[config.mk]
export PLATFORM = sky130hd
export DESIGN_NAME = modular_inverse_ext_euclid_unit
export DESIGN_NICKNAME = d
export VERILOG_FILES = /design/src/rtl/mieu_pkg.sv /design/src/rtl/mieu_seq.sv /design/src/rtl/mieu_dp.sv /design/src/rtl/modular_inverse_ext_euclid_unit.sv
export VERILOG_INCLUDE_DIRS = /design/src /design/src/rtl
export SDC_FILE = /design/constraint.sdc
export NUM_CORES = 1
export LEC_CHECK = 0
export BUFFER_PORTS_ARGS = -buffer_cell sky130_fd_sc_hd__buf_4
export CORE_MARGIN = 10
export CORE_UTILIZATION = 50
export CTS_CLUSTER_SIZE = 10
export DETAILED_ROUTE_END_ITERATION = 10
export PLACE_DENSITY = 0.67
export SYNTH_ARGS = -nofsm -noshare
export SYNTH_HDL_FRONTEND = slang
export SYNTH_HIERARCHICAL = 1
export SYNTH_SLANG_ARGS = --single-unit
[constraint.sdc]
create_clock -name clk -period 9.1 [get_ports clk]
set_input_delay 1.365 -clock clk [delete_from_list [all_inputs] [get_ports clk]]
set_output_delay 1.365 -clock clk [all_outputs]
set_load 0.005 [all_outputs]
[src/rtl/modular_inverse_ext_euclid_unit_macros.svh]
// Assertion macros for the modular inverse unit.
// Included by the top-level RTL file, which carries the concurrent assertions; no other dependency.
`ifndef MODULAR_INVERSE_EXT_EUCLID_UNIT_MACROS_SVH
`define MODULAR_INVERSE_EXT_EUCLID_UNIT_MACROS_SVH
`ifndef SYNTHESIS
`define MIEU_ASSERT_SAME(label, clk, rst_n, ante, cons) \
    label: assert property (@(posedge clk) disable iff (!rst_n) (ante) |-> (cons)) \
        else $error("assertion failed");
`define MIEU_ASSERT_NEXT(label, clk, rst_n, ante, cons) \
    label: assert property (@(posedge clk) disable iff (!rst_n) (ante) |=> (cons)) \
        else $error("assertion failed");
`else
`define MIEU_ASSERT_SAME(label, clk, rst_n, ante, cons)
`define MIEU_ASSERT_NEXT(label, clk, rst_n, ante, cons)
`endif
`endif

[src/rtl/mieu_pkg.sv]
// Shared widths, microcode types and the control store of the modular inverse unit.
// No dependencies.
`default_nettype none
package mieu_pkg;

    localparam int OPERAND_WIDTH = 31;
    localparam int DIV_WIDTH     = 2 * OPERAND_WIDTH - 1;
    localparam int COEF_WIDTH    = OPERAND_WIDTH + 2;
    localparam int ACC_WIDTH     = 2 * OPERAND_WIDTH + 2;
    localparam int CNT_WIDTH     = $clog2(OPERAND_WIDTH);

    typedef enum logic [2:0] {
        ST_WAIT,
        ST_CHECK,
        ST_TEST,
        ST_DIV_INIT,
        ST_DIV_STEP,
        ST_ROTATE,
        ST_FINISH,
        ST_ZERO_ERR
    } step_t;

    typedef enum logic [2:0] {
        COND_ALWAYS,
        COND_NO_START,
        COND_ZERO_OPND,
        COND_R1_ZERO,
        COND_CNT_NZ
    } cond_t;

    typedef struct packed {
        logic  load;
        logic  div_init;
        logic  div_step;
        logic  rotate;
        logic  finish;
        logic  zero_err;
        cond_t cond;
        step_t target;
    } ctrl_t;

    typedef struct packed {
        logic zero_opnd;
        logic r1_zero;
        logic cnt_nz;
    } status_t;

    function automatic ctrl_t ucode(step_t pc);
        ctrl_t w;
        begin
            w = '0;
            w.cond   = COND_ALWAYS;
            w.target = ST_WAIT;
            unique case (pc)
                ST_WAIT:
                begin
                    w.load   = 1'b1;
                    w.cond   = COND_NO_START;
                    w.target = ST_WAIT;
                end
                ST_CHECK:
                begin
                    w.cond   = COND_ZERO_OPND;
                    w.target = ST_ZERO_ERR;
                end
                ST_TEST:
                begin
                    w.cond   = COND_R1_ZERO;
                    w.target = ST_FINISH;
                end
                ST_DIV_INIT:
                begin
                    w.div_init = 1'b1;
                    w.cond     = COND_R1_ZERO;
                    w.target   = ST_FINISH;
                end
                ST_DIV_STEP:
                begin
                    w.div_step = 1'b1;
                    w.cond     = COND_CNT_NZ;
                    w.target   = ST_DIV_STEP;
                end
                ST_ROTATE:
                begin
                    w.rotate = 1'b1;
                    w.cond   = COND_ALWAYS;
                    w.target = ST_TEST;
                end
                ST_FINISH:
                begin
                    w.finish = 1'b1;
                    w.cond   = COND_ALWAYS;
                    w.target = ST_WAIT;
                end
                ST_ZERO_ERR:
                begin
                    w.zero_err = 1'b1;
                    w.cond     = COND_ALWAYS;
                    w.target   = ST_WAIT;
                end
                default:
                begin
                    w.cond   = COND_ALWAYS;
                    w.target = ST_WAIT;
                end
            endcase
            return w;
        end
    endfunction

endpackage
`default_nettype wire

[src/rtl/mieu_seq.sv]
// Microcode sequencer: step counter, control store lookup and conditional jumps.
// Depends on mieu_pkg.
`default_nettype none
module mieu_seq (
    input  wire logic              clk,
    input  wire logic              rst_n,
    input  wire logic              start,
    input  wire mieu_pkg::status_t status,
    output mieu_pkg::ctrl_t        ctrl,
    output logic                   busy
);

    mieu_pkg::step_t pc_reg;
    mieu_pkg::step_t pc_next;
    logic            take;

    always_comb
    begin
        ctrl = mieu_pkg::ucode(pc_reg);
        busy = (pc_reg != mieu_pkg::ST_WAIT);
    end

    always_comb
    begin
        unique case (ctrl.cond)
            mieu_pkg::COND_ALWAYS:    take = 1'b1;
            mieu_pkg::COND_NO_START:  take = !start;
            mieu_pkg::COND_ZERO_OPND: take = status.zero_opnd;
            mieu_pkg::COND_R1_ZERO:   take = status.r1_zero;
            mieu_pkg::COND_CNT_NZ:    take = status.cnt_nz;
            default:                  take = 1'b1;
        endcase
        pc_next = take ? ctrl.target : mieu_pkg::step_t'(pc_reg + 3'd1);
    end

    always_ff @(posedge clk or negedge rst_n)
    begin
        if (!rst_n)
        begin
            pc_reg <= mieu_pkg::ST_WAIT;
        end
        else
        begin
            pc_reg <= pc_next;
        end
    end

endmodule
`default_nettype wire

[src/rtl/mieu_dp.sv]
// Datapath: remainder and coefficient registers, shift-subtract divider with
// coefficient update folded in. Depends on mieu_pkg.
`default_nettype none
module mieu_dp (
    input  wire logic                                  clk,
    input  wire logic                                  rst_n,
    input  wire logic                                  start,
    input  wire logic [mieu_pkg::OPERAND_WIDTH-1:0]    value_in,
    input  wire logic [mieu_pkg::OPERAND_WIDTH-1:0]    modulus_in,
    input  wire mieu_pkg::ctrl_t                       ctrl,
    output mieu_pkg::status_t                          status,
    output logic [mieu_pkg::OPERAND_WIDTH-1:0]         inv,
    output logic [mieu_pkg::OPERAND_WIDTH-1:0]         gcd
);

    localparam int W  = mieu_pkg::OPERAND_WIDTH;
    localparam int DW = mieu_pkg::DIV_WIDTH;
    localparam int CW = mieu_pkg::COEF_WIDTH;
    localparam int AW = mieu_pkg::ACC_WIDTH;
    localparam int NW = mieu_pkg::CNT_WIDTH;

    logic [W-1:0]         r0_reg;
    logic [W-1:0]         r1_reg;
    logic [W-1:0]         m_reg;
    logic [W-1:0]         rem_reg;
    logic [DW-1:0]        div_reg;
    logic signed [CW-1:0] c0_reg;
    logic signed [CW-1:0] c1_reg;
    logic signed [AW-1:0] cs_reg;
    logic signed [AW-1:0] acc_reg;
    logic [NW-1:0]        cnt_reg;
    logic                 ge;
    logic signed [CW-1:0] x;

    always_comb
    begin
        ge = ({{(DW-W){1'b0}}, rem_reg} >= div_reg);
        status.zero_opnd = (r0_reg == '0) || (r1_reg == '0);
        status.r1_zero   = (r1_reg == '0);
        status.cnt_nz    = (cnt_reg != '0);
        x   = c0_reg[CW-1] ? (c0_reg + signed'({2'b00, m_reg})) : c0_reg;
        inv = x[W-1:0];
        gcd = r0_reg;
    end

    always_ff @(posedge clk or negedge rst_n)
    begin
        if (!rst_n)
        begin
            cnt_reg <= '0;
        end
        else if (ctrl.div_init)
        begin
            cnt_reg <= NW'(W - 1);
        end
        else if (ctrl.div_step)
        begin
            cnt_reg <= cnt_reg - 1'b1;
        end
    end

    always_ff @(posedge clk)
    begin
        if (ctrl.load && start)
        begin
            r0_reg <= value_in;
            r1_reg <= modulus_in;
            m_reg  <= modulus_in;
            c0_reg <= CW'(1);
            c1_reg <= '0;
        end
        if (ctrl.div_init)
        begin
            rem_reg <= r0_reg;
            div_reg <= {r1_reg, {(W-1){1'b0}}};
            cs_reg  <= {{(AW-CW){c1_reg[CW-1]}}, c1_reg} <<< (W - 1);
            acc_reg <= {{(AW-CW){c0_reg[CW-1]}}, c0_reg};
        end
        if (ctrl.div_step)
        begin
            if (ge)
            begin
                rem_reg <= rem_reg - div_reg[W-1:0];
                acc_reg <= acc_reg - cs_reg;
            end
            div_reg <= div_reg >> 1;
            cs_reg  <= cs_reg >>> 1;
        end
        if (ctrl.rotate)
        begin
            r0_reg <= r1_reg;
            r1_reg <= rem_reg;
            c0_reg <= c1_reg;
            c1_reg <= acc_reg[CW-1:0];
        end
    end

endmodule
`default_nettype wire

[src/rtl/modular_inverse_ext_euclid_unit.sv]
// Top level of the modular inverse unit: sequencer, datapath and result registers.
// Depends on mieu_pkg, mieu_seq, mieu_dp and the assertion macro header.
`default_nettype none
`include "modular_inverse_ext_euclid_unit_macros.svh"
// A transfer in takes place when start is high while busy is low; busy then stays
// high until the result is out. Each Euclid division runs in the shared
// shift-subtract divider, one quotient bit per operand bit, wrapped in the test,
// divider setup and rotate steps of loop control; 31-bit operands need up to about
// 46 divisions, and a zero operand skips the loop. The result is shown for exactly
// one cycle with done high and cannot be held off by the receiver.
module modular_inverse_ext_euclid_unit (
    input  wire logic                                  clk,
    input  wire logic                                  rst_n,
    input  wire logic                                  start,
    output logic                                       busy,
    input  wire logic [mieu_pkg::OPERAND_WIDTH-1:0]    value_in,
    input  wire logic [mieu_pkg::OPERAND_WIDTH-1:0]    modulus_in,
    output logic                                       done,
    output logic [mieu_pkg::OPERAND_WIDTH-1:0]         inverse_out,
    output logic [mieu_pkg::OPERAND_WIDTH-1:0]         gcd_out,
    output logic                                       invertible,
    output logic                                       zero_error
);

    mieu_pkg::ctrl_t                    ctrl;
    mieu_pkg::status_t                  status;
    logic [mieu_pkg::OPERAND_WIDTH-1:0] inv;
    logic [mieu_pkg::OPERAND_WIDTH-1:0] gcd;
    logic                               done_reg;
    logic                               done_next;
    logic [mieu_pkg::OPERAND_WIDTH-1:0] inverse_reg;
    logic [mieu_pkg::OPERAND_WIDTH-1:0] gcd_reg;
    logic                               invertible_reg;
    logic                               zero_error_reg;

    mieu_seq u_seq (
        .clk    (clk),
        .rst_n  (rst_n),
        .start  (start),
        .status (status),
        .ctrl   (ctrl),
        .busy   (busy)
    );

    mieu_dp u_dp (
        .clk        (clk),
        .rst_n      (rst_n),
        .start      (start),
        .value_in   (value_in),
        .modulus_in (modulus_in),
        .ctrl       (ctrl),
        .status     (status),
        .inv        (inv),
        .gcd        (gcd)
    );

    always_comb
    begin
        done_next = ctrl.finish || ctrl.zero_err;
    end

    always_ff @(posedge clk or negedge rst_n)
    begin
        if (!rst_n)
        begin
            done_reg <= 1'b0;
        end
        else
        begin
            done_reg <= done_next;
        end
    end

    always_ff @(posedge clk)
    begin
        if (ctrl.finish)
        begin
            inverse_reg    <= inv;
            gcd_reg        <= gcd;
            invertible_reg <= (gcd == mieu_pkg::OPERAND_WIDTH'(1));
            zero_error_reg <= 1'b0;
        end
        else if (ctrl.zero_err)
        begin
            inverse_reg    <= '0;
            gcd_reg        <= '0;
            invertible_reg <= 1'b0;
            zero_error_reg <= 1'b1;
        end
    end

    assign done        = done_reg;
    assign inverse_out = inverse_reg;
    assign gcd_out     = gcd_reg;
    assign invertible  = invertible_reg;
    assign zero_error  = zero_error_reg;

    `MIEU_ASSERT_NEXT(a_done_single, clk, rst_n, done, !done)
    `MIEU_ASSERT_NEXT(a_busy_after_accept, clk, rst_n, start && !busy, busy)
    `MIEU_ASSERT_SAME(a_flags_exclusive, clk, rst_n, done, !(invertible && zero_error))
    `MIEU_ASSERT_SAME(a_zero_clears, clk, rst_n, done && zero_error, gcd_out == '0)

endmodule
`default_nettype wire
==> summary.txt <==
Outcome
  – Status: complete, no violations

Yosys
  – Cells after synthesis: 1,951
  – Syn Area/Cell: 11.6 µm²
  – Yosys Warn Count: 6
  – Synthesized Nets: 2,120
  – Synthesized cell area: 0.0226 mm²

Setup path
  – R2R setup slack: 5.21 ns
  – Crit-path max cell delay: 0.68 ns
  – RR Endpoint: u_dp/acc_reg[26]
  – Worst-path fanout max: 63
  – Critical Path RT: 9.54 ns
  – Worst path bufs/invs: 3
  – Most frequent CP cell: inv_1
  – Reg2reg path depth: 12
  – CP endpoint kind: flop
  – Crit-path cells: inv_1, ha_1, and2_4, nand2b_1, nor3_1, nand4_1, or4_1, inv_1, o31a_2, buf_4, and4_1, a21oi_1
  – CP max-delay cell: or4_1
  – Levels on crit path: 12
  – R2R Path Start: u_seq/pc_reg[1]
  – Largest delay share family, worst path: simple AND/OR/NAND/NOR gates
  – CP arrival: 4.33 ns
  – Worst Setup Start Kind: flop
  – CP startpoint: u_seq/pc_reg[1]
  – Critical path class: reg -> reg

Clock tree
  – Clk slew on worst S/H paths: 0.05 ns
  – CTS tree: yes
  – Resize count post-CTS: 0
  – CTS Hold Bufs: 0
  – Setup Buffers After CTS: 0
  – Total CTS buffers: 49
  – Clock Path Buffers: 3
  – Clock root cell: clkbuf_16
  – Htree depth: 2
  – Clock Latency Late Sink: 0.59 ns
  – Clock Sinks: 421

Job
  – Max cap viols: 0

Power and ir drop
  – Cell Pwr Density: 384 mW/mm²
  – Static leakage: 0.00966 µW
  – VDD IR max: 0.268 mV

Global route
  – First-pass GRT wire length: 89,600 µm
  – Initial antenna violation count: 0
  – Vias in the first global route: 15,146
  – Grt ovf: 0
  – Largest net degree at the start of global routing: 109
  – GRT Util Overall: 0.214

STA
  – RSZ-0062 raised after global routing: no
  – Final setup violating endpoints: 0
  – Slew HR: 0.223
  – Worst Skew: 0.0105 ns
  – Fmax: 0.257 GHz
  – Tcrit/Tclk final: 0.427
  – Measured slew at the worst slew-check pin: 1.16 ns
  – Hold slack: 0.484 ns
  – Final number of max-transition violations: 0
  – Hold Vio Cnt, Final: 0
  – Setup_tns: 0 ns
  – Final min period: 3.89 ns

Die
  – Die Y: 233 µm
  – Cell Rows: 77
  – # IOs: 131
  – CORE AREA: 0.0445 mm²
  – Die Area: 0.0542 mm²
  – Die Wd: 233 µm
  – Initial Util: 0.508

Drt
  – Final ANT Viol Nets: 0
  – DRT Wirelength: 59,100 µm
  – DR WL met3: 5180 µm
  – Iteration-0 DRC Markers: 1,714
  – Drt pass-1 iters: 7
  – Post-DR wirelength/cell: 21.9 µm
  – WL met2: 24,800 µm
  – Top Layer Used: met4
  – Via density: 5.79
  – Post-Route M1 WL: 27,100 µm
  – DRC Markers: 0
  – DR vias: 15,609

Layout
  – Layout area overhead: 13.1%
  – Nets: 2,232
  – Largest register FFs: 64
  – Share of cells above drive strength 1: 0.188
  – Fillers: 3,737
  – Non-Filler Instances: 2,696

Placement
  – HPWL Detailed: 43,300 µm
  – Routability cong.: 0.940
  – Inst Count DP: 2,604
  – Buffers on Ports: 130

Min path
  – Hold Crit Class: reg -> reg
  – HP Start: zero_error
  – Hold Path Depth: 2
  – WHS Endpoint: zero_error
metrics by stage:
stage / total power, µW / instance area, µm² / utilization / setup WS [ns]
floorplan: 6640 / 22600 / - / 4.77
global placement: 7850 / 24100 / 0.542 / 5.13
detailed placement: 7950 / 24100 / 0.542 / 5.07
CTS: 9820 / 25600 / 0.575 / 5.32
global route: 10500 / 25600 / 0.575 / 5.06
finish: 9820 / 25600 / 0.575 / 5.21
cell usage in the layout, fill, tap and decap left out, types with 5 or more instances in the layout:
| cell | n |
|---|---|
| edfxtp_1 | 346 |
| and2_1 | 198 |
| a21oi_1 | 148 |
| buf_4 | 143 |
| mux2_2 | 139 |
| inv_1 | 103 |
| ha_1 | 100 |
| nor2_1 | 93 |
| nand2_1 | 88 |
| dfxtp_1 | 66 |
| o21ai_0 | 54 |
| clkbuf_16 | 50 |
| mux2i_1 | 46 |
| nor4_1 | 40 |
| xnor2_1 | 36 |
| clkbuf_1 | 34 |
| nor2b_1 | 34 |
| a21o_1 | 32 |
| xor2_1 | 31 |
| nand3_1 | 24 |
| a211oi_2 | 23 |
| nor3_1 | 21 |
| o21a_1 | 19 |
| nand4_1 | 16 |
| a211oi_1 | 16 |
| nand2b_1 | 14 |
| o31ai_1 | 13 |
| a31oi_1 | 11 |
| dfrtp_1 | 9 |
| o2111ai_1 | 9 |
| or3_1 | 8 |
| o21bai_1 | 8 |
| and3_1 | 7 |
| o211ai_1 | 7 |
| nor4b_1 | 6 |
| o311ai_0 | 5 |
| o211a_1 | 5 |
area by class of cell:
| type | instances | area, µm² | area share |
|---|---|---|---|
| Timing Repair Buffer | 143 | 1070 | 0.0419 |
| Clock buffer | 88 | 1430 | 0.0560 |
| Clock inverter | 3 | 45.0 | 0.00176 |
| Tap cell | 592 | 741 | 0.0289 |
| Antenna cell | 1 | 2.50 | 0.0000978 |
| Sequential cell | 421 | 11900 | 0.466 |
| Multi-Input combinational cell | 1345 | 9970 | 0.390 |
| Inverter | 103 | 387 | 0.0151 |
how the worst max path moves through the flow:
stage	end	slack [ns]
2_1_floorplan	u_dp/c0_reg[0]	4.77
4_1_cts	u_dp/rem_reg[9]	5.32
6_report	u_dp/acc_reg[26]	5.21
5_1_grt	u_dp/acc_reg[26]	5.06
3_5_place_dp	u_dp/c1_reg[18]	5.07
3_3_place_gp	u_dp/c1_reg[16]	5.13
metal layers:
layer  vias up  track usage
met4         0       0.0787
met2       563        0.304
met1      7507        0.309
met3       104       0.0557
li1       7435            -
met5         -            0
power breakdown:
group / total [µW] / internal (µW) / switching, µW
Combinational: 4380 / 1800 / 2570
Clock: 1830 / 1060 / 765
Sequential: 3620 / 3040 / 583
tightest hold or removal path: stages (launching register included):
cell     delay (ns)
dfxtp_1        0.33
nor2_1         0.05
nor2_1         0.07
Note: power is estimated with default switching activity, not from simulation.
